`config.mk`:
```
export PLATFORM = sky130hd
export DESIGN_NAME = floppy_block_command_builder_unit
export DESIGN_NICKNAME = d
export VERILOG_FILES = /design/src/hw/rtl/fbcb_pkg.sv /design/src/hw/rtl/fbcb_front.sv /design/src/hw/rtl/fbcb_queue.sv /design/src/hw/rtl/fbcb_back.sv /design/src/hw/rtl/floppy_block_command_builder_unit.sv
export SDC_FILE = /design/constraint.sdc
export NUM_CORES = 1
export LEC_CHECK = 0
export BUFFER_PORTS_ARGS = -buffer_cell sky130_fd_sc_hd__buf_4
export CAP_MARGIN = 40
export CORE_UTILIZATION = 53
export CTS_CLUSTER_DIAMETER = 120
export DETAILED_ROUTE_END_ITERATION = 6
export GPL_TIMING_DRIVEN = 0
export PLACE_DENSITY = 0.74
export SETUP_SLACK_MARGIN = 0.05
export SLEW_MARGIN = 0
export SYNTH_ARGS = -nofsm -noshare
export SYNTH_HDL_FRONTEND = slang
export SYNTH_HIERARCHICAL = 1
export SYNTH_SLANG_ARGS = --single-unit
```
`constraint.sdc`:
```
create_clock -name clk_i -period 5.95 [get_ports clk_i]
set_input_delay 0.2975 -clock clk_i [delete_from_list [all_inputs] [get_ports clk_i]]
set_output_delay 0.2975 -clock clk_i [all_outputs]
set_load 0.005 [all_outputs]
```
`src/hw/rtl/fbcb_pkg.sv`:
```
// Shared types, constants and lookup functions for the floppy block command builder.
// Used by the front end, the job queue, the byte sequencer and the top level.
// No dependencies.
`timescale 1ns / 1ps

package fbcb_pkg;

  // Request geometry.
  localparam int unsigned BLOCK_BYTES      = 1024;
  localparam int unsigned SECTOR_BYTES     = 512;
  localparam int unsigned OFFSET_W         = 21;
  localparam int unsigned COUNT_W          = 16;
  localparam int unsigned SECTOR_SHIFT     = $clog2(SECTOR_BYTES);
  localparam int unsigned BLOCK_SHIFT      = $clog2(BLOCK_BYTES);
  localparam int unsigned SECT_W           = OFFSET_W - SECTOR_SHIFT;
  localparam int unsigned DISK_END_SECTORS = 2400;

  // Cylinder, remainder and sector widths for the largest track size.
  localparam int unsigned CYL_W  = 7;
  localparam int unsigned REM_W  = 5;
  localparam int unsigned SEC_W  = 4;
  localparam int unsigned DENS_W = 2;

  // Reciprocal division of the sector number by the cylinder size.
  localparam int unsigned RECIP_SHIFT = 16;
  localparam int unsigned RECIP_W     = 12;
  localparam int unsigned PROD_W      = SECT_W + RECIP_W;

  // Controller command bytes.
  localparam logic [7:0] OPC_SEEK      = 8'h0F;
  localparam logic [7:0] OPC_READ      = 8'hE6;
  localparam logic [7:0] OPC_WRITE     = 8'hC5;
  localparam logic [7:0] DATA_LEN_BYTE = 8'hFF;

  // Default depth of the job queue between front end and sequencer.
  localparam int unsigned QUEUE_DEPTH = 4;

  typedef enum logic [2:0] {
    ST_OK        = 3'd0,
    ST_BAD_DRIVE = 3'd1,
    ST_MISALIGN  = 3'd2,
    ST_DISK_END  = 3'd3,
    ST_BAD_COUNT = 3'd4,
    ST_CAPACITY  = 3'd5
  } status_e;

  // Position of a byte within the twelve-byte command run.
  typedef enum logic [3:0] {
    SLOT_SEEK_OPC  = 4'd0,
    SLOT_SEEK_UNIT = 4'd1,
    SLOT_SEEK_CYL  = 4'd2,
    SLOT_XFER_OPC  = 4'd3,
    SLOT_XFER_UNIT = 4'd4,
    SLOT_CYL       = 4'd5,
    SLOT_HEAD      = 4'd6,
    SLOT_SECTOR    = 4'd7,
    SLOT_SIZE      = 4'd8,
    SLOT_EOT       = 4'd9,
    SLOT_GAP       = 4'd10,
    SLOT_DTL       = 4'd11
  } slot_e;

  // Request after the checks, with the cylinder already divided out.
  typedef struct packed {
    status_e             status;
    logic                wr;
    logic                drv;
    logic [DENS_W-1:0]   dens;
    logic [SECT_W-1:0]   sect;
    logic [CYL_W-1:0]    cyl;
  } fbcb_stage_t;

  // Job handed to the byte sequencer.
  typedef struct packed {
    status_e             status;
    logic                wr;
    logic                drv;
    logic [DENS_W-1:0]   dens;
    logic                head;
    logic [CYL_W-1:0]    cyl;
    logic [SEC_W-1:0]    sec;
  } fbcb_job_t;

  // Sectors per track for each diskette and drive combination.
  function automatic logic [SEC_W-1:0] trk_sectors(input logic [DENS_W-1:0] dens);
    logic [SEC_W-1:0] r;
    unique case (dens)
      2'd3:    r = 4'd15;
      default: r = 4'd9;
    endcase
    return r;
  endfunction

  // Capacity in sectors.
  function automatic logic [SECT_W-1:0] capacity(input logic [DENS_W-1:0] dens);
    logic [SECT_W-1:0] r;
    unique case (dens)
      2'd3:    r = SECT_W'(2400);
      default: r = SECT_W'(720);
    endcase
    return r;
  endfunction

  // Seek step factor: double stepping for the low-density media in high-density drives.
  function automatic logic step_double(input logic [DENS_W-1:0] dens);
    logic r;
    unique case (dens)
      2'd1, 2'd2: r = 1'b1;
      default:    r = 1'b0;
    endcase
    return r;
  endfunction

  // Gap length.
  function automatic logic [7:0] gap_len(input logic [DENS_W-1:0] dens);
    logic [7:0] r;
    unique case (dens)
      2'd0, 2'd1: r = 8'h2A;
      2'd2:       r = 8'h23;
      default:    r = 8'h1B;
    endcase
    return r;
  endfunction

  // Rounded-up 2^16 / (2 * sectors per track): 3641 for 18, 2185 for 30.
  // Both are exact for every sector number below 2400.
  function automatic logic [RECIP_W-1:0] cyl_recip(input logic [DENS_W-1:0] dens);
    logic [RECIP_W-1:0] r;
    unique case (dens)
      2'd3:    r = RECIP_W'(2185);
      default: r = RECIP_W'(3641);
    endcase
    return r;
  endfunction

  // Size code for the sector length: 128 << code bytes.
  function automatic logic [7:0] size_code(input int unsigned bytes);
    logic [7:0] r;
    case (bytes)
      128:     r = 8'd0;
      256:     r = 8'd1;
      512:     r = 8'd2;
      1024:    r = 8'd3;
      2048:    r = 8'd4;
      default: r = 8'hFF;
    endcase
    return r;
  endfunction

endpackage

```
`src/hw/rtl/fbcb_front.sv`:
```
// Front end of the floppy block command builder: checks a request, divides out
// the cylinder, and splits the remainder into head and sector for the job queue.
// Depends on fbcb_pkg.
`timescale 1ns / 1ps

module fbcb_front import fbcb_pkg::*; (
  input  logic                clk_i,
  input  logic                rst_ni,
  input  logic                take_i,
  input  logic [OFFSET_W-1:0] byte_offset_i,
  input  logic [1:0]          drive_i,
  input  logic                write_request_i,
  input  logic [COUNT_W-1:0]  byte_count_i,
  input  logic [DENS_W-1:0]   density_drive0_i,
  input  logic [DENS_W-1:0]   density_drive1_i,
  output logic                stage_valid_o,
  output logic                push_o,
  output fbcb_job_t           job_o
);

  logic                  stage_valid_q;
  fbcb_stage_t           stage_q;
  fbcb_stage_t           stage_d;
  logic [SECT_W-1:0]     sect;
  logic [DENS_W-1:0]     dens;
  logic [PROD_W-1:0]     cyl_prod;
  logic [REM_W:0]        trk_size;
  logic [SECT_W-1:0]     cyl_base;
  logic [REM_W-1:0]      rem;
  logic [SEC_W-1:0]      spt;
  logic                  head;
  logic [REM_W-1:0]      sec_zero;

  // Checks in priority order, then the cylinder by reciprocal multiplication.
  always_comb begin
    sect = byte_offset_i[OFFSET_W-1:SECTOR_SHIFT];
    dens = drive_i[0] ? density_drive1_i : density_drive0_i;
    cyl_prod = PROD_W'(sect) * PROD_W'(cyl_recip(dens));

    stage_d.wr   = write_request_i;
    stage_d.drv  = drive_i[0];
    stage_d.dens = dens;
    stage_d.sect = sect;
    stage_d.cyl  = cyl_prod[RECIP_SHIFT +: CYL_W];

    if (drive_i > 2'd1) begin
      stage_d.status = ST_BAD_DRIVE;
    end else if (byte_offset_i[BLOCK_SHIFT-1:0] != '0) begin
      stage_d.status = ST_MISALIGN;
    end else if (sect >= SECT_W'(DISK_END_SECTORS)) begin
      stage_d.status = ST_DISK_END;
    end else if (byte_count_i != COUNT_W'(BLOCK_BYTES)) begin
      stage_d.status = ST_BAD_COUNT;
    end else if (sect >= capacity(dens)) begin
      stage_d.status = ST_CAPACITY;
    end else begin
      stage_d.status = ST_OK;
    end
  end

  // Check stage register.
  always_ff @(posedge clk_i or negedge rst_ni) begin
    if (!rst_ni) begin
      stage_valid_q <= 1'b0;
    end else begin
      stage_valid_q <= take_i;
    end
  end

  always_ff @(posedge clk_i) begin
    if (take_i) begin
      stage_q <= stage_d;
    end
  end

  // Remainder within the cylinder gives head and 1-based sector.
  always_comb begin
    spt      = trk_sectors(stage_q.dens);
    trk_size = {1'b0, spt, 1'b0};
    cyl_base = SECT_W'(stage_q.cyl) * SECT_W'(trk_size);
    rem      = REM_W'(stage_q.sect - cyl_base);
    head     = (rem >= REM_W'(spt));
    sec_zero = head ? (rem - REM_W'(spt)) : rem;

    job_o.status = stage_q.status;
    job_o.wr     = stage_q.wr;
    job_o.drv    = stage_q.drv;
    job_o.dens   = stage_q.dens;
    job_o.head   = head;
    job_o.cyl    = stage_q.cyl;
    job_o.sec    = SEC_W'(sec_zero + REM_W'(1));
  end

  assign push_o        = stage_valid_q;
  assign stage_valid_o = stage_valid_q;

endmodule

```
`src/hw/rtl/fbcb_queue.sv`:
```
// Short job queue between the front end and the byte sequencer.
// Depends on fbcb_pkg.
`timescale 1ns / 1ps

module fbcb_queue import fbcb_pkg::*; #(
  parameter int unsigned DEPTH = QUEUE_DEPTH
) (
  input  logic                       clk_i,
  input  logic                       rst_ni,
  input  logic                       push_i,
  input  fbcb_job_t                  push_data_i,
  input  logic                       pop_i,
  output fbcb_job_t                  head_o,
  output logic                       not_empty_o,
  output logic [$clog2(DEPTH+1)-1:0] count_o
);

  localparam int unsigned PTR_W = (DEPTH > 1) ? $clog2(DEPTH) : 1;
  localparam int unsigned CNT_W = $clog2(DEPTH + 1);

  fbcb_job_t          mem_q [DEPTH];
  logic [PTR_W-1:0]   wr_ptr_q;
  logic [PTR_W-1:0]   wr_ptr_d;
  logic [PTR_W-1:0]   rd_ptr_q;
  logic [PTR_W-1:0]   rd_ptr_d;
  logic [CNT_W-1:0]   count_q;
  logic [CNT_W-1:0]   count_d;

  // Pointer wrap and occupancy.
  always_comb begin
    wr_ptr_d = wr_ptr_q;
    rd_ptr_d = rd_ptr_q;
    count_d  = count_q;
    if (push_i) begin
      wr_ptr_d = (wr_ptr_q == PTR_W'(DEPTH - 1)) ? '0 : wr_ptr_q + PTR_W'(1);
    end
    if (pop_i) begin
      rd_ptr_d = (rd_ptr_q == PTR_W'(DEPTH - 1)) ? '0 : rd_ptr_q + PTR_W'(1);
    end
    if (push_i && !pop_i) begin
      count_d = count_q + CNT_W'(1);
    end else if (pop_i && !push_i) begin
      count_d = count_q - CNT_W'(1);
    end
  end

  always_ff @(posedge clk_i or negedge rst_ni) begin
    if (!rst_ni) begin
      wr_ptr_q <= '0;
      rd_ptr_q <= '0;
      count_q  <= '0;
    end else begin
      wr_ptr_q <= wr_ptr_d;
      rd_ptr_q <= rd_ptr_d;
      count_q  <= count_d;
    end
  end

  // Entry storage.
  always_ff @(posedge clk_i) begin
    if (push_i) begin
      mem_q[wr_ptr_q] <= push_data_i;
    end
  end

  assign head_o      = mem_q[rd_ptr_q];
  assign not_empty_o = (count_q != '0);
  assign count_o     = count_q;

  // A push into a full queue or a pop from an empty one would corrupt a job.
  a_no_overflow: assert property (@(posedge clk_i) disable iff (!rst_ni)
    push_i && !pop_i |-> count_q < CNT_W'(DEPTH))
    else $error("job queue overflow");

  a_no_underflow: assert property (@(posedge clk_i) disable iff (!rst_ni)
    pop_i |-> count_q != '0)
    else $error("job queue underflow");

endmodule

```
`src/hw/rtl/fbcb_back.sv`:
```
// Byte sequencer of the floppy block command builder: turns one job into the
// seek and transfer command bytes, or into a single error result.
// Depends on fbcb_pkg.
`timescale 1ns / 1ps

module fbcb_back import fbcb_pkg::*; (
  input  logic       clk_i,
  input  logic       rst_ni,
  input  logic       job_avail_i,
  input  fbcb_job_t  job_i,
  output logic       pop_o,
  output logic       result_valid_o,
  output logic [7:0] command_byte_o,
  output logic [2:0] status_o,
  output logic       last_o
);

  logic       active_q;
  logic       active_d;
  logic [3:0] slot_q;
  logic [3:0] slot_d;
  fbcb_job_t  job_q;
  logic       finishing;
  logic       is_err;
  logic [7:0] unit_byte;
  logic [7:0] cyl_byte;
  logic [7:0] byte_d;
  logic       res_valid_q;
  logic [7:0] res_byte_q;
  logic [2:0] res_status_q;
  logic       res_last_q;

  // Job sequencing: the next job is taken in the cycle the current one ends.
  always_comb begin
    is_err    = (job_q.status != ST_OK);
    finishing = active_q && (is_err || slot_q == SLOT_DTL);
    pop_o     = job_avail_i && (!active_q || finishing);
    active_d  = active_q;
    slot_d    = slot_q;
    if (pop_o) begin
      active_d = 1'b1;
      slot_d   = SLOT_SEEK_OPC;
    end else if (finishing) begin
      active_d = 1'b0;
    end else if (active_q) begin
      slot_d = slot_q + 4'd1;
    end
  end

  always_ff @(posedge clk_i or negedge rst_ni) begin
    if (!rst_ni) begin
      active_q <= 1'b0;
      slot_q   <= SLOT_SEEK_OPC;
    end else begin
      active_q <= active_d;
      slot_q   <= slot_d;
    end
  end

  always_ff @(posedge clk_i) begin
    if (pop_o) begin
      job_q <= job_i;
    end
  end

  // Byte selection for the current slot.
  always_comb begin
    unit_byte = {5'd0, job_q.head, 1'b0, job_q.drv};
    cyl_byte  = {1'b0, job_q.cyl};
    if (is_err) begin
      byte_d = 8'd0;
    end else begin
      unique case (slot_e'(slot_q))
        SLOT_SEEK_OPC:  byte_d = OPC_SEEK;
        SLOT_SEEK_UNIT: byte_d = unit_byte;
        SLOT_SEEK_CYL:  byte_d = step_double(job_q.dens) ? {job_q.cyl, 1'b0} : cyl_byte;
        SLOT_XFER_OPC:  byte_d = job_q.wr ? OPC_WRITE : OPC_READ;
        SLOT_XFER_UNIT: byte_d = unit_byte;
        SLOT_CYL:       byte_d = cyl_byte;
        SLOT_HEAD:      byte_d = {7'd0, job_q.head};
        SLOT_SECTOR:    byte_d = {4'd0, job_q.sec};
        SLOT_SIZE:      byte_d = size_code(SECTOR_BYTES);
        SLOT_EOT:       byte_d = {4'd0, trk_sectors(job_q.dens)};
        SLOT_GAP:       byte_d = gap_len(job_q.dens);
        SLOT_DTL:       byte_d = DATA_LEN_BYTE;
        default:        byte_d = 8'd0;
      endcase
    end
  end

  // Result register: one byte per cycle, strobed.
  always_ff @(posedge clk_i or negedge rst_ni) begin
    if (!rst_ni) begin
      res_valid_q <= 1'b0;
    end else begin
      res_valid_q <= active_q;
    end
  end

  always_ff @(posedge clk_i) begin
    res_byte_q   <= byte_d;
    res_status_q <= job_q.status;
    res_last_q   <= finishing;
  end

  assign result_valid_o = res_valid_q;
  assign command_byte_o = res_byte_q;
  assign status_o       = res_status_q;
  assign last_o         = res_last_q;

  // An error result is a single zero byte that closes its transaction.
  a_err_single: assert property (@(posedge clk_i) disable iff (!rst_ni)
    result_valid_o && status_o != ST_OK |-> last_o && command_byte_o == 8'd0)
    else $error("error result not a single closing zero byte");

  // The closing byte of a command run directly follows a non-closing byte.
  a_run_contiguous: assert property (@(posedge clk_i) disable iff (!rst_ni)
    result_valid_o && last_o && status_o == ST_OK |-> $past(result_valid_o)
      && !$past(last_o))
    else $error("command run broken before its last byte");

  // A job is only taken while the sequencer is free or ending its current job.
  a_pop_when_free: assert property (@(posedge clk_i) disable iff (!rst_ni)
    pop_o |-> !active_q || finishing)
    else $error("job taken while a run is in progress");

endmodule

```
`src/hw/rtl/floppy_block_command_builder_unit.sv`:
```
// Top level of the floppy block command builder: configuration registers,
// front end, job queue and byte sequencer.
// Depends on fbcb_pkg, fbcb_front, fbcb_queue and fbcb_back.
//
//  Channel   Direction  Handshake                  Payload
//  request   in         start high, busy low       byte_offset_i, drive_i, write_request_i,
//                                                  byte_count_i
//  result    out        result_valid_o, 1 cycle    command_byte_o, status_o, last_o
//  config    in/out     APB write: psel & penable  pwdata (density per drive), prdata
//
// A valid request gives twelve result bytes on consecutive cycles; a rejected
// one gives one error result. The first result passes the check stage register,
// the job queue and the sequencer's job register before the result register
// strobes it. The byte sequencer emits one byte per cycle, so it sets the
// sustained request rate. Up to QUEUE_DEPTH_P requests are held; busy rises only
// when they are all taken. Reset clears control state and both density registers.
// Results cannot be stalled by the receiver.
`timescale 1ns / 1ps

module floppy_block_command_builder_unit import fbcb_pkg::*; #(
  parameter int unsigned QUEUE_DEPTH_P = QUEUE_DEPTH
) (
  input  logic                clk_i,
  input  logic                rst_ni,
  // Request transaction.
  input  logic                start,
  output logic                busy,
  input  logic [OFFSET_W-1:0] byte_offset_i,
  input  logic [1:0]          drive_i,
  input  logic                write_request_i,
  input  logic [COUNT_W-1:0]  byte_count_i,
  // Result transaction.
  output logic                result_valid_o,
  output logic [7:0]          command_byte_o,
  output logic [2:0]          status_o,
  output logic                last_o,
  // Configuration port.
  input  logic                psel,
  input  logic                penable,
  input  logic                pwrite,
  input  logic [2:0]          paddr,
  input  logic [31:0]         pwdata,
  output logic [31:0]         prdata,
  output logic                pready
);

  localparam int unsigned CNT_W = $clog2(QUEUE_DEPTH_P + 1);

  logic [DENS_W-1:0] density_drive0_q;
  logic [DENS_W-1:0] density_drive1_q;
  logic              cfg_write;
  logic              take;
  logic              stage_valid;
  logic              push;
  fbcb_job_t         push_job;
  logic              pop;
  fbcb_job_t         head_job;
  logic              job_avail;
  logic [CNT_W-1:0]  q_count;
  logic [CNT_W:0]    in_flight;

  // Density registers, written over the configuration port.
  assign pready    = 1'b1;
  assign cfg_write = psel && penable && pwrite && pready;

  always_ff @(posedge clk_i or negedge rst_ni) begin
    if (!rst_ni) begin
      density_drive0_q <= '0;
      density_drive1_q <= '0;
    end else if (cfg_write) begin
      if (paddr[2]) begin
        density_drive1_q <= pwdata[DENS_W-1:0];
      end else begin
        density_drive0_q <= pwdata[DENS_W-1:0];
      end
    end
  end

  assign prdata = paddr[2] ? {30'd0, density_drive1_q} : {30'd0, density_drive0_q};

  // Accept while the check stage plus the queue leave room for one more job.
  assign in_flight = {1'b0, q_count} + {{CNT_W{1'b0}}, stage_valid};
  assign busy      = (in_flight >= (CNT_W + 1)'(QUEUE_DEPTH_P));
  assign take      = start && !busy;

  fbcb_front u_front (
    .clk_i            (clk_i),
    .rst_ni           (rst_ni),
    .take_i           (take),
    .byte_offset_i    (byte_offset_i),
    .drive_i          (drive_i),
    .write_request_i  (write_request_i),
    .byte_count_i     (byte_count_i),
    .density_drive0_i (density_drive0_q),
    .density_drive1_i (density_drive1_q),
    .stage_valid_o    (stage_valid),
    .push_o           (push),
    .job_o            (push_job)
  );

  fbcb_queue #(
    .DEPTH (QUEUE_DEPTH_P)
  ) u_queue (
    .clk_i       (clk_i),
    .rst_ni      (rst_ni),
    .push_i      (push),
    .push_data_i (push_job),
    .pop_i       (pop),
    .head_o      (head_job),
    .not_empty_o (job_avail),
    .count_o     (q_count)
  );

  fbcb_back u_back (
    .clk_i          (clk_i),
    .rst_ni         (rst_ni),
    .job_avail_i    (job_avail),
    .job_i          (head_job),
    .pop_o          (pop),
    .result_valid_o (result_valid_o),
    .command_byte_o (command_byte_o),
    .status_o       (status_o),
    .last_o         (last_o)
  );

endmodule

```
=== After elaboration in Yosys (flattened, before gate mapping) ===
Memory sizes are Yosys's and may differ from the RTL's. A register that Yosys moved wholly into a read port is not among the register bits.
Index checks and enable logic that the tools add are counted.

* Output and inout port bits: 47
* Memories kept: 1
* Input port bits: 81
* Flip-flop bits (word level): 49
* Logic and storage cells: 118
* RAM bits: 76

* $add $sub $neg: 9
* $lt $le $gt $ge: 5
* Bitwise gates (word level): 1
* Multiplexer cells: 33
* Reduce and logical (&&, ||, !) cells: 28
* Multiply operators: 2
* Equality and inequality tests: 20

{| class="wikitable"
|+ Memory list
! memory !! depth !! width !! read ports !! clocked after Yosys merged registers in !! wr ports !! RTL line !! RTL
|-
| u_queue.mem_q || 4 || 19 || 1 || 1 || 1 || fbcb_queue.sv:21 || <nowiki>fbcb_job_t mem_q [DEPTH];</nowiki>
|}

{| class="wikitable"
|+ Operator list
! operator !! count
|-
| $pmux 8 s11 || 1
|-
| $mux 12 || 5
|-
| $mul 12x12->23 || 1
|-
| $mux 3 || 6
|-
| $eq 4x3->1 const B || 4
|-
| $eq 4x4->1 const B || 4
|-
| $mux 4 || 4
|-
| $ne 16x11->1 const B || 1
|-
| $eq 2x2->1 const B || 6
|-
| $ge 12x12->1 || 1
|-
| $ge 12x12->1 const B || 1
|-
| $mux 2 || 6
|-
| $pmux 6 s2 || 1
|-
| $mux 11 || 1
|-
| $reduce_bool 10->1 || 1
|-
| $add 4x1->4 const B || 2
|-
| $eq 4x2->1 const B || 2
|-
| $mux 8 || 1
|-
| $logic_and 1x1->1 || 7
|-
| $mul 7x4->4 || 1
|-
| $mux 1 || 7
|-
| $mux 6 || 1
|-
| $reduce_and 2->1 || 3
|-
| $reduce_bool 2->1 || 3
|-
| 20 further kinds || 28
|}

=== Longest topological paths before layout ===
Gate-level depths: netlist of run 1.

* Depth after elaboration: 12
* Mapped depth: 22
* Depth with buffers taken out: 22

=== Modules after synthesis ===
The synthesis of run 1 kept the hierarchy.

{| class="wikitable"
|+ Modules (own cells, without submodules)
! module !! area an instance (um^2) !! times used !! cells each
|-
| fbcb_front || 4169.0 || 1 || 408
|-
| fbcb_queue || 3151.8 || 1 || 135
|-
| fbcb_back || 1596.5 || 1 || 130
|-
| floppy_block_command_builder_unit || 454.2 || 1 || 48
|}

=== Worst setup path after synthesis of run 1 ===
OpenSTA, ideal clock, no wires.

* Kind: register -> register
* Start point: register density_drive1_q[0]
* End point: register u_front.stage_q, in the netlist u_front/job_o[8], data pin
* Data arrival time: 5.460 ns
* Required time: 5.686 ns
* Cell stages (with the launch flop): 23
* Period minus slack after synthesis: 5.723 ns
* Buffers on the path: 0
* Setup slack: 0.227 ns
* Path through: dfrtp_1 mux2_2 nand2_1 inv_1 nor2_1 xor2_1 ha_1 inv_1 fa_1 inv_1 fa_1 fa_1 inv_1 fa_1 inv_1 ha_1 a21oi_1 nor2b_1 o21ai_0 a32oi_1 and2_1 a221oi_1 xnor2_1

* Word-level cells in the longest chain between the ends: 4

{| class="wikitable"
|+ Ends and longest elaborated chain
! item !! RTL line !! RTL
|-
| from (decl) || floppy_block_command_builder_unit.sv:50 || <nowiki>logic [DENS_W-1:0] density_drive1_q;</nowiki>
|-
| from (signal assigned) || floppy_block_command_builder_unit.sv:72 || <nowiki>density_drive1_q <= pwdata[DENS_W-1:0];</nowiki>
|-
| $mux 2 || fbcb_front.sv:37 || <nowiki>dens = drive_i[0] ? density_drive1_i : density_drive0_i;</nowiki>
|-
| named net u_front.dens[0] || fbcb_front.sv:25 || <nowiki>logic [DENS_W-1:0] dens;</nowiki>
|-
| $eq 2x2->1 || fbcb_pkg.sv:129 || <nowiki>unique case (dens)</nowiki>
|-
| $mux 11 || fbcb_pkg.sv:129 ||
|-
| $mul 12x12->23 || fbcb_front.sv:38 || <nowiki>cyl_prod = PROD_W'(sect) * PROD_W'(cyl_recip(dens));</nowiki>
|-
| named net u_front.cyl_prod[20] || fbcb_front.sv:26 || <nowiki>logic [PROD_W-1:0] cyl_prod;</nowiki>
|-
| to (signal assigned) || fbcb_front.sv:72 || <nowiki>stage_q <= stage_d;</nowiki>
|-
| to (decl) || fbcb_front.sv:22 || <nowiki>fbcb_stage_t stage_q;</nowiki>
|}

The timed path passes the listed nets, and every way through them passes these cells.
A chain may end at the register's enable or synchronous reset.

=== Worst setup path in the final report of run 1 ===
* Start point: register density_drive0_q[0]
* End point: register u_front.stage_q, in the netlist u_front/job_o[10], data pin

* Word-level cells in the longest chain between the ends: 4

{| class="wikitable"
|+ Ends and longest elaborated chain
! item !! RTL line !! RTL
|-
| from (decl) || floppy_block_command_builder_unit.sv:49 || <nowiki>logic [DENS_W-1:0] density_drive0_q;</nowiki>
|-
| from (signal assigned) || floppy_block_command_builder_unit.sv:74 || <nowiki>density_drive0_q <= pwdata[DENS_W-1:0];</nowiki>
|-
| $mux 2 || fbcb_front.sv:37 ||
|-
| named net u_front.dens[0] || fbcb_front.sv:25 ||
|-
| $eq 2x2->1 || fbcb_pkg.sv:129 ||
|-
| $mux 11 || fbcb_pkg.sv:129 ||
|-
| $mul 12x12->23 || fbcb_front.sv:38 ||
|-
| named net u_front.cyl_prod[22] || fbcb_front.sv:26 ||
|}

The timed path passes the listed nets, and every way through them passes these cells.

==> summary.md, run 1 <==
| Metric | Value |
|---|---|
| # IOs | 128 |
| Clock Path Buffers | 2 |
| Ys Warns | 6 |
| Grt ovf | 0 |
| Pwr per Cell Area | 606.2 mW/mm2 |
| Starting Density | 54.18% |
| Largest net degree at the start of global routing | 22 |
| Clk_skew | 8.201 ps |
| Number of antenna violations at the first check in global routing | 0 |
| CTS tree | done |
| Crit path launch | density_drive0_q[0] |
| Finished Layout Cells | 1082 |
| Internal power | 4.140 mW |
| Worst-Margin Slew | 552.2 ps |
| Req. time, crit path | 6180 ps |
| Detailed-route via count | 5618 |
| Top cells by area, synth | edfxtp_1, ha_1, fa_1 |
| Arrival time at the worst endpoint | 5860 ps |
| Fraction of power consumed by the clock network | 16.1% |
| Htree depth | 4 |
| Port Buffer Count | 64 |
| Hold slack | 59.02 ps |
| DR DRC count | 0 |
| Most common cell after layout, fill and taps aside | buf_4 |
| Inst Count DP | 1045 |
| Max-slew violations | 0 |
| Max stage delay cell, worst path | fa_1 |
| Worst-path cell chain | mux2_4, nand2_8, clkinvlp_4, nor2_4, xor2_1, ha_1, inv_1, fa_1, inv_1, fa_1, fa_1, inv_1, fa_1, inv_1, ha_1, nand4_1, a21oi_2, o41ai_2, a32oi_2, nand4_1, mux2i_1, a221oi_1 |
| Leak Pwr | 5.001 nW |
| Layout area overhead | 17.81% |
| Worst reg2reg startpoint | density_drive0_q[0] |
| Row Count | 48 |
| Most frequent cells in the layout | buf_4, edfxtp_1, inv_1, ha_1, fa_1 |
| Combinational share of power | 55.2% |
| Startpoint Class | flop |
| Gr usage total | 20.96% |
| Clk_lat worst skew | 410 ps |
| Post-synth EDFFs | 114 |
| Clock Tree Root | clkbuf_16 |
| Min-delay worst type | input port to flop |
| Router iterations before antenna repair | 5 |
| Post-layout minimum cycle time | 5625 ps |
| Layout cell share with drive strength beyond 1 | 23.22% |
| Met1 WL | 7.168 mm |
| CP endpoint kind | flop |
| Layout fillers | 1293 |
| Vias per inst | 5.192 |
| DRT iter0 DRCs | 270 |
| Max Clock Freq | 177.8 MHz |
| Die W | 135.0 um |
| Top Metal Used | met4 |
| Yosys reg bits | 144 |
| Final Cell Area | 0.01104 mm2 |
| Die ar. | 0.01822 mm2 |
| Worst Path Max Fanout | 15 |
| RePlAce Congestion | 0.9431 |
| First-pass GRT wire length | 29.26 mm |
| # setup viols final | 0 |
| RSZ-0062 raised after global routing | yes |
| Pre-CTS setup slack | -717.2 ps |
| Synthesized area | 0.009371 mm2 |
| Ys flop type | edfxtp_1 |
| Slowest stage delay, CP | 540 ps |
| Placed wire-length estimate | 13.42 mm |
| Share of the synthesized area in the top cell type | 36.53% |
| Nets | 1085 |
| Worst VDD drop | 0.0003259 V |
| Setup ws final | 325.3 ps |
| Antenna diodes | 0 |
| Crit Path Class | flop to flop |
| Average routed wire per standard cell | 16.30 um |
| Sequential area share after synthesis | 43.90% |
| Total power | 6.692 mW |
| Fraction of registers with async set/reset | 12.50% |
| Die height | 135.0 um |
| Placement-stage cell area | 0.01033 mm2 |
| Switching Share | 38.15% |
| Metal3 WL | 453 um |
| Inserted Clock Buffers | 17 |
| Status | complete, no violations |
| Total core area | 0.01730 mm2 |
| Synthesized area per cell | 13.00 um2 |
| Fin crit share | 94.53% |
| Post-Route WL | 17.64 mm |
| Register clock-pin slew on the reported worst setup and hold paths | 60 ps |
| Cell taking the most area after synthesis | edfxtp_1 |
| Routed Antenna Nets | 0 |
| Seq pwr share | 28.6% |
| Sw Pwr | 2.553 mW |
| Max Cap Viol | 0 |
| Metal2 WL | 9.710 mm |
| Yosys cell types | 67 |
| Vias in the first global route | 6007 |
| Final Hold Violating Endpoints | 0 |
| Clock sink total | 144 |
| Synth Instances | 721 |
| Hold Startpoint | write_request_i |
| Worst slew margin | 62.87% |
## power groups by stage
stage / Clock, mW / Combinational, mW / Sequential [mW]
floorplan: 0 / 2.71 / 1.89
global placement: 0 / 3.32 / 1.92
detailed placement: 0 / 3.57 / 1.93
CTS: 1.09 / 3.66 / 1.92
global route: 1.14 / 4.24 / 1.95
finish: 1.08 / 3.70 / 1.92
## routing by layer
layer | vias to the layer above | track usage [%]
met3 | 32 | 2.703
met2 | 139 | 39.46
met1 | 2745 | 24.09
met5 | - | 0
met4 | 0 | 7.990
li1 | 2702 | -
## worst max-delay path: cells and delay by family, from the launching register on
kind / cells / cell delay (ps)
adder cells (fa/ha/maj): 6 / 2660
AO/OA/AOI/OAI: 4 / 770
AND/OR/NAND/NOR: 4 / 660
multiplexers: 2 / 500
flip-flops: 1 / 390
buffers and inverters: 5 / 360
XOR/XNOR: 1 / 90
## registers in the layout, indices dropped and copies added (netlist names)
name and count:
density_drive0_q 2, density_drive1_q 2, u_back/active_q 1, u_back/command_byte_o 8, u_back/cyl_byte 7, u_back/job_q 12
u_back/last_o 1, u_back/result_valid_o 1, u_back/slot_q 4, u_back/status_o 3, u_front/job_o 14, u_front/push_o 1
u_front/stage_q 5, u_queue/count_o 3, u_queue/mem_q 76, u_queue/rd_ptr_q 2, u_queue/wr_ptr_q 2
## final cells by class
class / count / area, um2 / area share [%]
inverter: 109 / 412.9 / 3.740
sequential: 144 / 4114 / 37.26
timing repair buffer: 75 / 610.6 / 5.530
clock buffer: 20 / 436.7 / 3.955
clock inverter: 12 / 166.4 / 1.507
tap: 225 / 281.5 / 2.550
multi-input combinational: 443 / 4613 / 41.78
buffer: 54 / 405.4 / 3.672
## timing repair
| action | 4_1_cts | 5_1_grt |
|---|---|---|
| hold buffers | 1 | 0 |
| setup buffers | 1 | 3 |
| setup endpoints to repair | 7 | 6 |
| endpoints found under the hold margin | 18 | 0 |
| pin swaps | 0 | 3 |
| gates resized for setup | 8 | 6 |
## through the flow
stage	utilization, %	TNS [ps]
after global placement	59.22	-3237
after detailed placement	59.75	-4200
after CTS	63.53	0
after global routing	63.83	-2.625
after floorplan	-	0
final	63.83	0
## cell usage after synthesis, drive strengths merged (4+ instances only)
cell	instances
ha	108
mux2	12
nand2	26
and2	8
a21o	10
a31oi	6
nor4	4
and3	7
fa	52
mux4	19
xor2	10
nand4	6
mux2i	7
nor3	6
nor2	20
xnor2	18
inv	109
o21ai	17
nor2b	6
a21oi	21
buf	54
dfrtp	18
dfxtp	12
edfxtp	114
## worst paths after layout
check,to,slack (ps),cells past startpoint
worst max-delay path,u_front/job_o[10],330,22
worst min-delay path,u_front/job_o[15],60,1
worst min register to register,u_back/status_o[2],390,0
max in group asynchronous,u_queue/rd_ptr_q[1],5440,2
worst max register to register,u_front/job_o[10],330,22
min in group asynchronous,density_drive1_q[0],300,2
## logic make-up after synthesis
kind of cell	share of synthesized area (%)
buffers and inverters	8.691
adders and majority gates	25.53
xor gates and xnor gates	2.870
and+or+nand+nor	5.968
AOI/OAI and AO/OA	6.129
muxes	6.796
DFF	43.90
other	0.1202
Note: power is estimated with default switching activity, not from simulation.
==> inputs of run 2 (changes only) <==
--- a/config.mk
+++ b/config.mk
@@ -5,13 +5,15 @@
 export SDC_FILE = /design/constraint.sdc
 export NUM_CORES = 1
 export LEC_CHECK = 0
+export ABC_AREA = 1
 export BUFFER_PORTS_ARGS = -buffer_cell sky130_fd_sc_hd__buf_4
 export CAP_MARGIN = 40
-export CORE_UTILIZATION = 53
+export CORE_UTILIZATION = 55
+export CTS_BUF_LIST = sky130_fd_sc_hd__clkbuf_4
 export CTS_CLUSTER_DIAMETER = 120
 export DETAILED_ROUTE_END_ITERATION = 6
 export GPL_TIMING_DRIVEN = 0
-export PLACE_DENSITY = 0.74
+export PLACE_DENSITY = 0.76
 export SETUP_SLACK_MARGIN = 0.05
 export SLEW_MARGIN = 0
 export SYNTH_ARGS = -nofsm -noshare
==> run 2 against run 1 <==
Compared with the run above:
- the flow now finishes with violations (DRC)
- combinational power increased by 2%
- first-iteration DRC count increased by 43%
- global-route usage increased by 0.56 points
- flip-flop and latch count unchanged
- sequential share of layout area decreased by 1.9 points
- maximum frequency decreased by 0.57%
- hold slack improved by 10 ps
- die area increased by 5.2%
- critical path type is now input port to flop
==> summary.md, run 2 <==
| Metric | Value |
|---|---|
| Htree depth | 4 |
| Starting Density | 56.62% |
| RSZ-0062 raised after global routing | no |
| R2R setup slack | 360 ps |
| Layout cell share with drive strength beyond 1 | 20.33% |
| Fin crit share | 95.08% |
| Synth Instances | 1019 |
| Placed wire-length estimate | 15.36 mm |
| Die W | 138.4 um |
| Max-slew violations | 0 |
| RePlAce Congestion | 0.9259 |
| Total core area | 0.01809 mm2 |
| Routed Antenna Nets | 0 |
| # IOs | 128 |
| Sw Pwr | 2.809 mW |
| Hold Startpoint | paddr[2] |
| Clock Path Buffers | 2 |
| Register clock-pin slew on the reported worst setup and hold paths | 110 ps |
| Average routed wire per standard cell | 14.14 um |
| Leak Pwr | 5.726 nW |
| Nets | 1389 |
| Cell taking the most area after synthesis | edfxtp_1 |
| DR DRC count | 10 |
| Clock sink total | 144 |
| Top cells by area, synth | edfxtp_1, ha_1, fa_1 |
| Biggest register | u_queue/mem_q |
| Seq pwr share | 29.7% |
| Gr usage total | 21.52% |
| Crit Path Class | input port to flop |
| Yosys reg bits | 144 |
| Layout area overhead | 13.77% |
| Pre-CTS setup slack | -106.3 ps |
| Top-count cell post-synth | inv_1 |
| Largest net degree at the start of global routing | 25 |
| Hold slack | 69.13 ps |
| Row Count | 49 |
| Worst r2r dst | u_front/job_o[6] |
| Internal power | 3.424 mW |
| Yosys cell types | 55 |
| Fraction of power consumed by the clock network | 9.7% |
| Worst Hold Path EP | density_drive1_q[0] |
| Worst-Margin Slew | 855.9 ps |
| Detailed-route via count | 6945 |
| Failing checks | DRC |
| Min-delay worst type | input port to flop |
| Arrival time at the worst endpoint | 5940 ps |
| Worst slew margin | 42.88% |
| Port Buffer Count | 64 |
| Fraction of registers with async set/reset | 12.50% |
| Most frequent cells after synthesis | inv_1, nand2_1, edfxtp_1 |
| Total power | 6.233 mW |
| Router iterations before antenna repair | 7 |
| Post-Route WL | 19.67 mm |
| Setup ws final | 292.9 ps |
| Max Clock Freq | 176.8 MHz |
| Final Hold Violating Endpoints | 0 |
| CP endpoint kind | flop |
| Share of the synthesized area in the top cell type | 33.43% |
| Max Cap Viol | 0 |
| Setup TNS | 0 ps |
| Synthesized area | 0.01024 mm2 |
| Finished Core Util | 64.41% |
| Ys Warns | 6 |
| Clk_skew | 26.42 ps |
| Synthesized area per cell | 10.05 um2 |
| Startpoint Class | input port |
| Status | finished with violations |
| Sequential area share after synthesis | 40.18% |
| Switching Share | 45.06% |
| Setup Fix Bufs, Post-CTS | 0 |
| Worst VDD drop | 0.0003085 V |
| Die height | 138.4 um |
| First-pass GRT wire length | 32.49 mm |
| Vias in the first global route | 7026 |
| Reg2reg path depth | 23 |
| Ys flop type | edfxtp_1 |
| Number of antenna violations at the first check in global routing | 1 |
| Most common cell after layout, fill and taps aside | inv_1 |
| Worst Path Max Fanout | 15 |
| Combinational share of power | 60.6% |
| Pwr per Cell Area | 535.0 mW/mm2 |
| Grt ovf | 0 |
| Hold path cells | 3 |
| Post-layout minimum cycle time | 5657 ps |
| Req. time, crit path | 6230 ps |
| Vias per inst | 4.993 |
| Post-synth EDFFs | 114 |
| Clk_lat worst skew | 530 ps |
| DRT iter0 DRCs | 386 |
| Max reg flops | 76 |
| Clock Tree Root | clkbuf_4 |
| Worst reg2reg startpoint | density_drive1_q[1] |
| Die ar. | 0.01917 mm2 |
| Inserted Clock Buffers | 17 |
| # setup viols final | 0 |
| Most frequent cells in the layout | inv_1, nand2_1, edfxtp_1 |
| CTS tree | done |
[run 2: cell types whose count changed after synthesis, moves of 7 or more]
cell	previous run	this run
nand2_1	26	171
inv_1	109	197
nor2_1	19	63
o211ai_2	0	29
nand3_1	1	28
mux4_2	18	0
nand2_2	0	12
o211ai_1	0	12
xnor2_1	18	6
o21ai_0	10	20
a21o_1	10	1
and2_1	8	0
mux2i_1	7	0
nand4_1	6	13
[run 2: what timing repair did]
item / in CTS / in global routing
endpoints found under the hold margin: 30 / 1
endpoints found under the setup margin: 1 / 7
hold buffers: 12 / 1
resized for setup: 2 / 10
[run 2: worst max path at each step]
stage,startpoint,slack [ps],endpoint,depth (start not counted)
global route,density_drive1_q[1],20,u_front/job_o[6],23
detailed placement,drive_i[0],-110,u_front/job_o[9],21
finish,drive_i[0],290,u_front/job_o[6],25
floorplan,density_drive1_q[0],660,u_front/job_o[7],21
global placement,drive_i[0],100,u_front/job_o[9],21
CTS,drive_i[0],100,u_front/job_o[7],23
[run 2: per-layer routing]
layer,vias up,wire (um),global-route usage [%]
li1,3504,-,-
met1,3280,7815,24.23
met2,131,10940,41.25
met3,30,534,3.360
met4,0,378,7.037
met5,-,0,0
[run 2: power groups by stage]
stage | sequential [mW] | combinational [mW] | clock, mW
floorplan | 1.84 | 2.82 | 0
global placement | 1.87 | 3.53 | 0
detailed placement | 1.87 | 3.66 | 0
CTS | 1.85 | 3.71 | 0.624
global route | 1.88 | 4.30 | 0.667
finish | 1.85 | 3.78 | 0.604
[run 2: area by class of cell]
class,count,area (um2)
Clock inverter,12,136.4
Antenna cell,1,2.502
Buffer,62,476.7
Sequential cell,144,4114
Multi-Input combinational cell,639,5032
Fill cell,1431,6436
Inverter,203,768.2
Tap cell,229,286.5
Timing Repair Buffer,81,683.2
Clock buffer,20,150.1
[run 2: metrics by stage]
stage	instances	instance area, um2
6_report	1391	11650
5_1_grt	1391	11650
4_1_cts	1389	11600
3_5_place_dp	1345	11190
3_3_place_gp	1341	11120
2_1_floorplan	1048	10350
[run 2: kinds of logic after synthesis]
family	share of synthesized area, %
adders and majority gates	23.36
AOI/OAI and AO/OA	8.101
and+or+nand+nor	14.44
buffers and inverters	12.13
other	0.1100
xor gates and xnor gates	1.454
muxes	0.2199
DFF	40.18
[run 2: critical path: stages]
cell and delay [ps]:
dlygate4sd3_1 530, buf_4 120, mux2_2 360, nand2_4 210
inv_4 140, nor2_4 170, xor2_1 150, inv_1 50
ha_1 260, inv_1 50, fa_1 530, inv_1 70
fa_1 510, fa_1 540, inv_1 50, fa_1 520
inv_1 40, ha_1 320, a21oi_1 190, o21ai_0 170
a21oi_2 230, o41ai_4 130, nand2_1 80, nand2_1 50
xor2_1 140
==> inputs of run 3 (changes only) <==
--- a/config.mk
+++ b/config.mk
@@ -14,6 +14,7 @@
 export DETAILED_ROUTE_END_ITERATION = 6
 export GPL_TIMING_DRIVEN = 0
 export PLACE_DENSITY = 0.76
+export REMOVE_ABC_BUFFERS = 1
 export SETUP_SLACK_MARGIN = 0.05
 export SLEW_MARGIN = 0
 export SYNTH_ARGS = -nofsm -noshare
==> run 3 against run 2 <==
Compared with the run above:
- the run still ends with DRC left
- cell area fell by 3.4%
- hold slack better by 28 ps
- maximum frequency rose by 0.66%
- non-clock buffer count fell by 59
- power down 1.3%
- via count fell by 3.3%
- sequential share of layout area rose by 1.2 points
- clock skew decreased by 3.8 ps
- first-iteration DRC count is 8.5% lower
- clock power increased by 3.5%
- global-route usage decreased by 0.99 points
- sequential power is essentially flat
- critical path type unchanged
- largest cell class unchanged
- largest power group unchanged
==> summary.md, run 3 (synthesis gave the netlist of run 2 again) <==
| Metric | Value |
|---|---|
| Status | finished with violations |
| Failing checks | DRC |
| GR Util met2 | 38.26% |
| Layout area overhead | 9.934% |
| Worst Path Max Fanout | 15 |
| Htree depth | 4 |
| Grt ovf | 0 |
| CP endpoint kind | flop |
| Req. time, crit path | 6260 ps |
| Clk_skew | 22.60 ps |
| Final Cell Area | 0.01126 mm2 |
| RePlAce Congestion | 0.9046 |
| Max-slew violations | 0 |
| Arrival time at the worst endpoint | 5930 ps |
| # IOs | 128 |
| Startpoint Class | input port |
| Number of antenna violations at the first check in global routing | 1 |
| Slowest stage delay, CP | 550 ps |
| Worst-Margin Slew | 878.9 ps |
| Pre-CTS setup slack | -34.38 ps |
| Detailed-route via count | 6714 |
| Largest net degree at the start of global routing | 47 |
| DR DRC count | 10 |
| Clock Path Buffers | 2 |
| Routed Antenna Nets | 0 |
| Max stage delay cell, worst path | fa_1 |
| Die ar. | 0.01917 mm2 |
| Crit-path leading delay family | adder cells |
| Min-delay worst type | input port to flop |
| Die height | 138.4 um |
| Post-layout minimum cycle time | 5620 ps |
| Clock Tree Root | clkbuf_4 |
| CTS tree | done |
| Worst VDD drop | 0.0003177 V |
| Setup Fix Bufs, Post-CTS | 0 |
| Met1 Use GR | 23.59% |
| Max Cap Viol | 0 |
| Clock sink total | 144 |
| Final Hold Violating Endpoints | 0 |
| Average routed wire per standard cell | 13.82 um |
| Leak Pwr | 5.456 nW |
| Total power | 6.150 mW |
| Worst-path cell chain | dlygate4sd3_1, buf_4, mux2_2, nand2_4, inv_4, nor2_2, inv_1, fa_1, inv_1, fa_1, fa_1, fa_1, inv_1, fa_1, inv_1, ha_1, nand2_1, o41ai_4, a21oi_1, xor2_1 |
| Die W | 138.4 um |
| Most frequent cells in the layout | inv_1, nand2_1, edfxtp_1 |
| Placement-stage cell area | 0.01079 mm2 |
| Router iterations before antenna repair | 7 |
| Inserted Clock Buffers | 17 |
| Layer with the highest usage | met2 |
| Vias in the first global route | 6771 |
| Max Clock Freq | 177.9 MHz |
| Buf/Inv on CP | 7 |
| Starting Density | 56.62% |
| Setup TNS | 0 ps |
| Register clock-pin slew on the reported worst setup and hold paths | 140 ps |
| Nets | 1330 |
| Biggest register | u_queue/mem_q |
| Row Count | 49 |
| Crit Path Class | input port to flop |
| Post-Route WL | 18.41 mm |
| Setup ws final | 329.8 ps |
| Met3 GRT Util | 2.702% |
| Max reg flops | 76 |
| DRT iter0 DRCs | 353 |
| Port Buffer Count | 64 |
| Clk_lat worst skew | 550 ps |
| Pwr per Cell Area | 546.3 mW/mm2 |
| Vias per inst | 5.041 |
| Layout cell share with drive strength beyond 1 | 16.15% |
| # setup viols final | 0 |
| Placed wire-length estimate | 14.19 mm |
| First-pass GRT wire length | 31.19 mm |
| Most common cell after layout, fill and taps aside | inv_1 |
| Worst slew margin | 41.34% |
| Crit-path most repeated cell | fa_1 |
| RSZ-0062 raised after global routing | no |
| Total core area | 0.01809 mm2 |
| Gr usage total | 20.53% |
| Fin crit share | 94.46% |
[run 3: changes by cell type in the layout (fill, tap and decap cells not counted), sizes merged]
cell,previous run,this run
bufinv,2,1
inv,204,214
clkinvlp,5,2
clkinv,4,1
buf,127,70
clkbuf,23,17
dlygate4sd3,13,14
[run 3: final timing paths]
check / startpoint / to / slack, ps / cells past startpoint
min: penable / density_drive1_q[0] / 100 / 4
min in group asynchronous: rst_ni / u_queue/rd_ptr_q[0] / 140 / 2
max reg2reg: density_drive1_q[0] / u_front/job_o[5] / 370 / 18
max in group asynchronous: rst_ni / u_queue/wr_ptr_q[0] / 5600 / 2
min reg2reg: u_back/job_q[18] / u_back/status_o[2] / 410 / 0
max: drive_i[0] / u_front/job_o[5] / 330 / 20
[run 3: timing repair]
item / in CTS / in global routing
gates resized for setup: 1 / 13
pin swaps: 0 / 0
setup endpoints to repair: 3 / 6
hold endpoints to repair: 31 / 0
hold buffers: 14 / 0
[run 3: per-layer routing]
layer,vias up,part of all wire (%)
met3,35,2.5
li1,3376,-
met1,3183,41
met2,120,54
met5,-,0
met4,0,2.8
[run 3: final cells by class]
| class | count | area, um2 |
|---|---|---|
| clock inverters | 15 | 160.2 |
| fillers | 1433 | 6829 |
| multi-input cells | 639 | 5032 |
| diodes | 1 | 2.502 |
| clock buffers | 17 | 127.6 |
| repair buffers | 84 | 765.7 |
| flip-flops and latches | 144 | 4114 |
| inverters | 203 | 768.2 |
| well taps | 229 | 286.5 |
[run 3: report_power, final]
| part | switching (mW) | internal (mW) |
|---|---|---|
| clock network | 0.396 | 0.229 |
| registers | 0.179 | 1.70 |
| logic | 2.25 | 1.39 |
[run 3: through the flow]
step	std cells	util (%)	hold slack, ps
floorplan	986	-	1.909
global placement	1279	58.82	180.4
detailed placement	1285	59.64	184.0
CTS	1331	62.03	25.53
global route	1332	62.24	70.80
finish	1332	62.24	96.79
[run 3: tightest hold or removal path, stage by stage]
cell     delay [ps]
buf_4            90
nand4_1         100
nand2_1          80
nand2_1          50
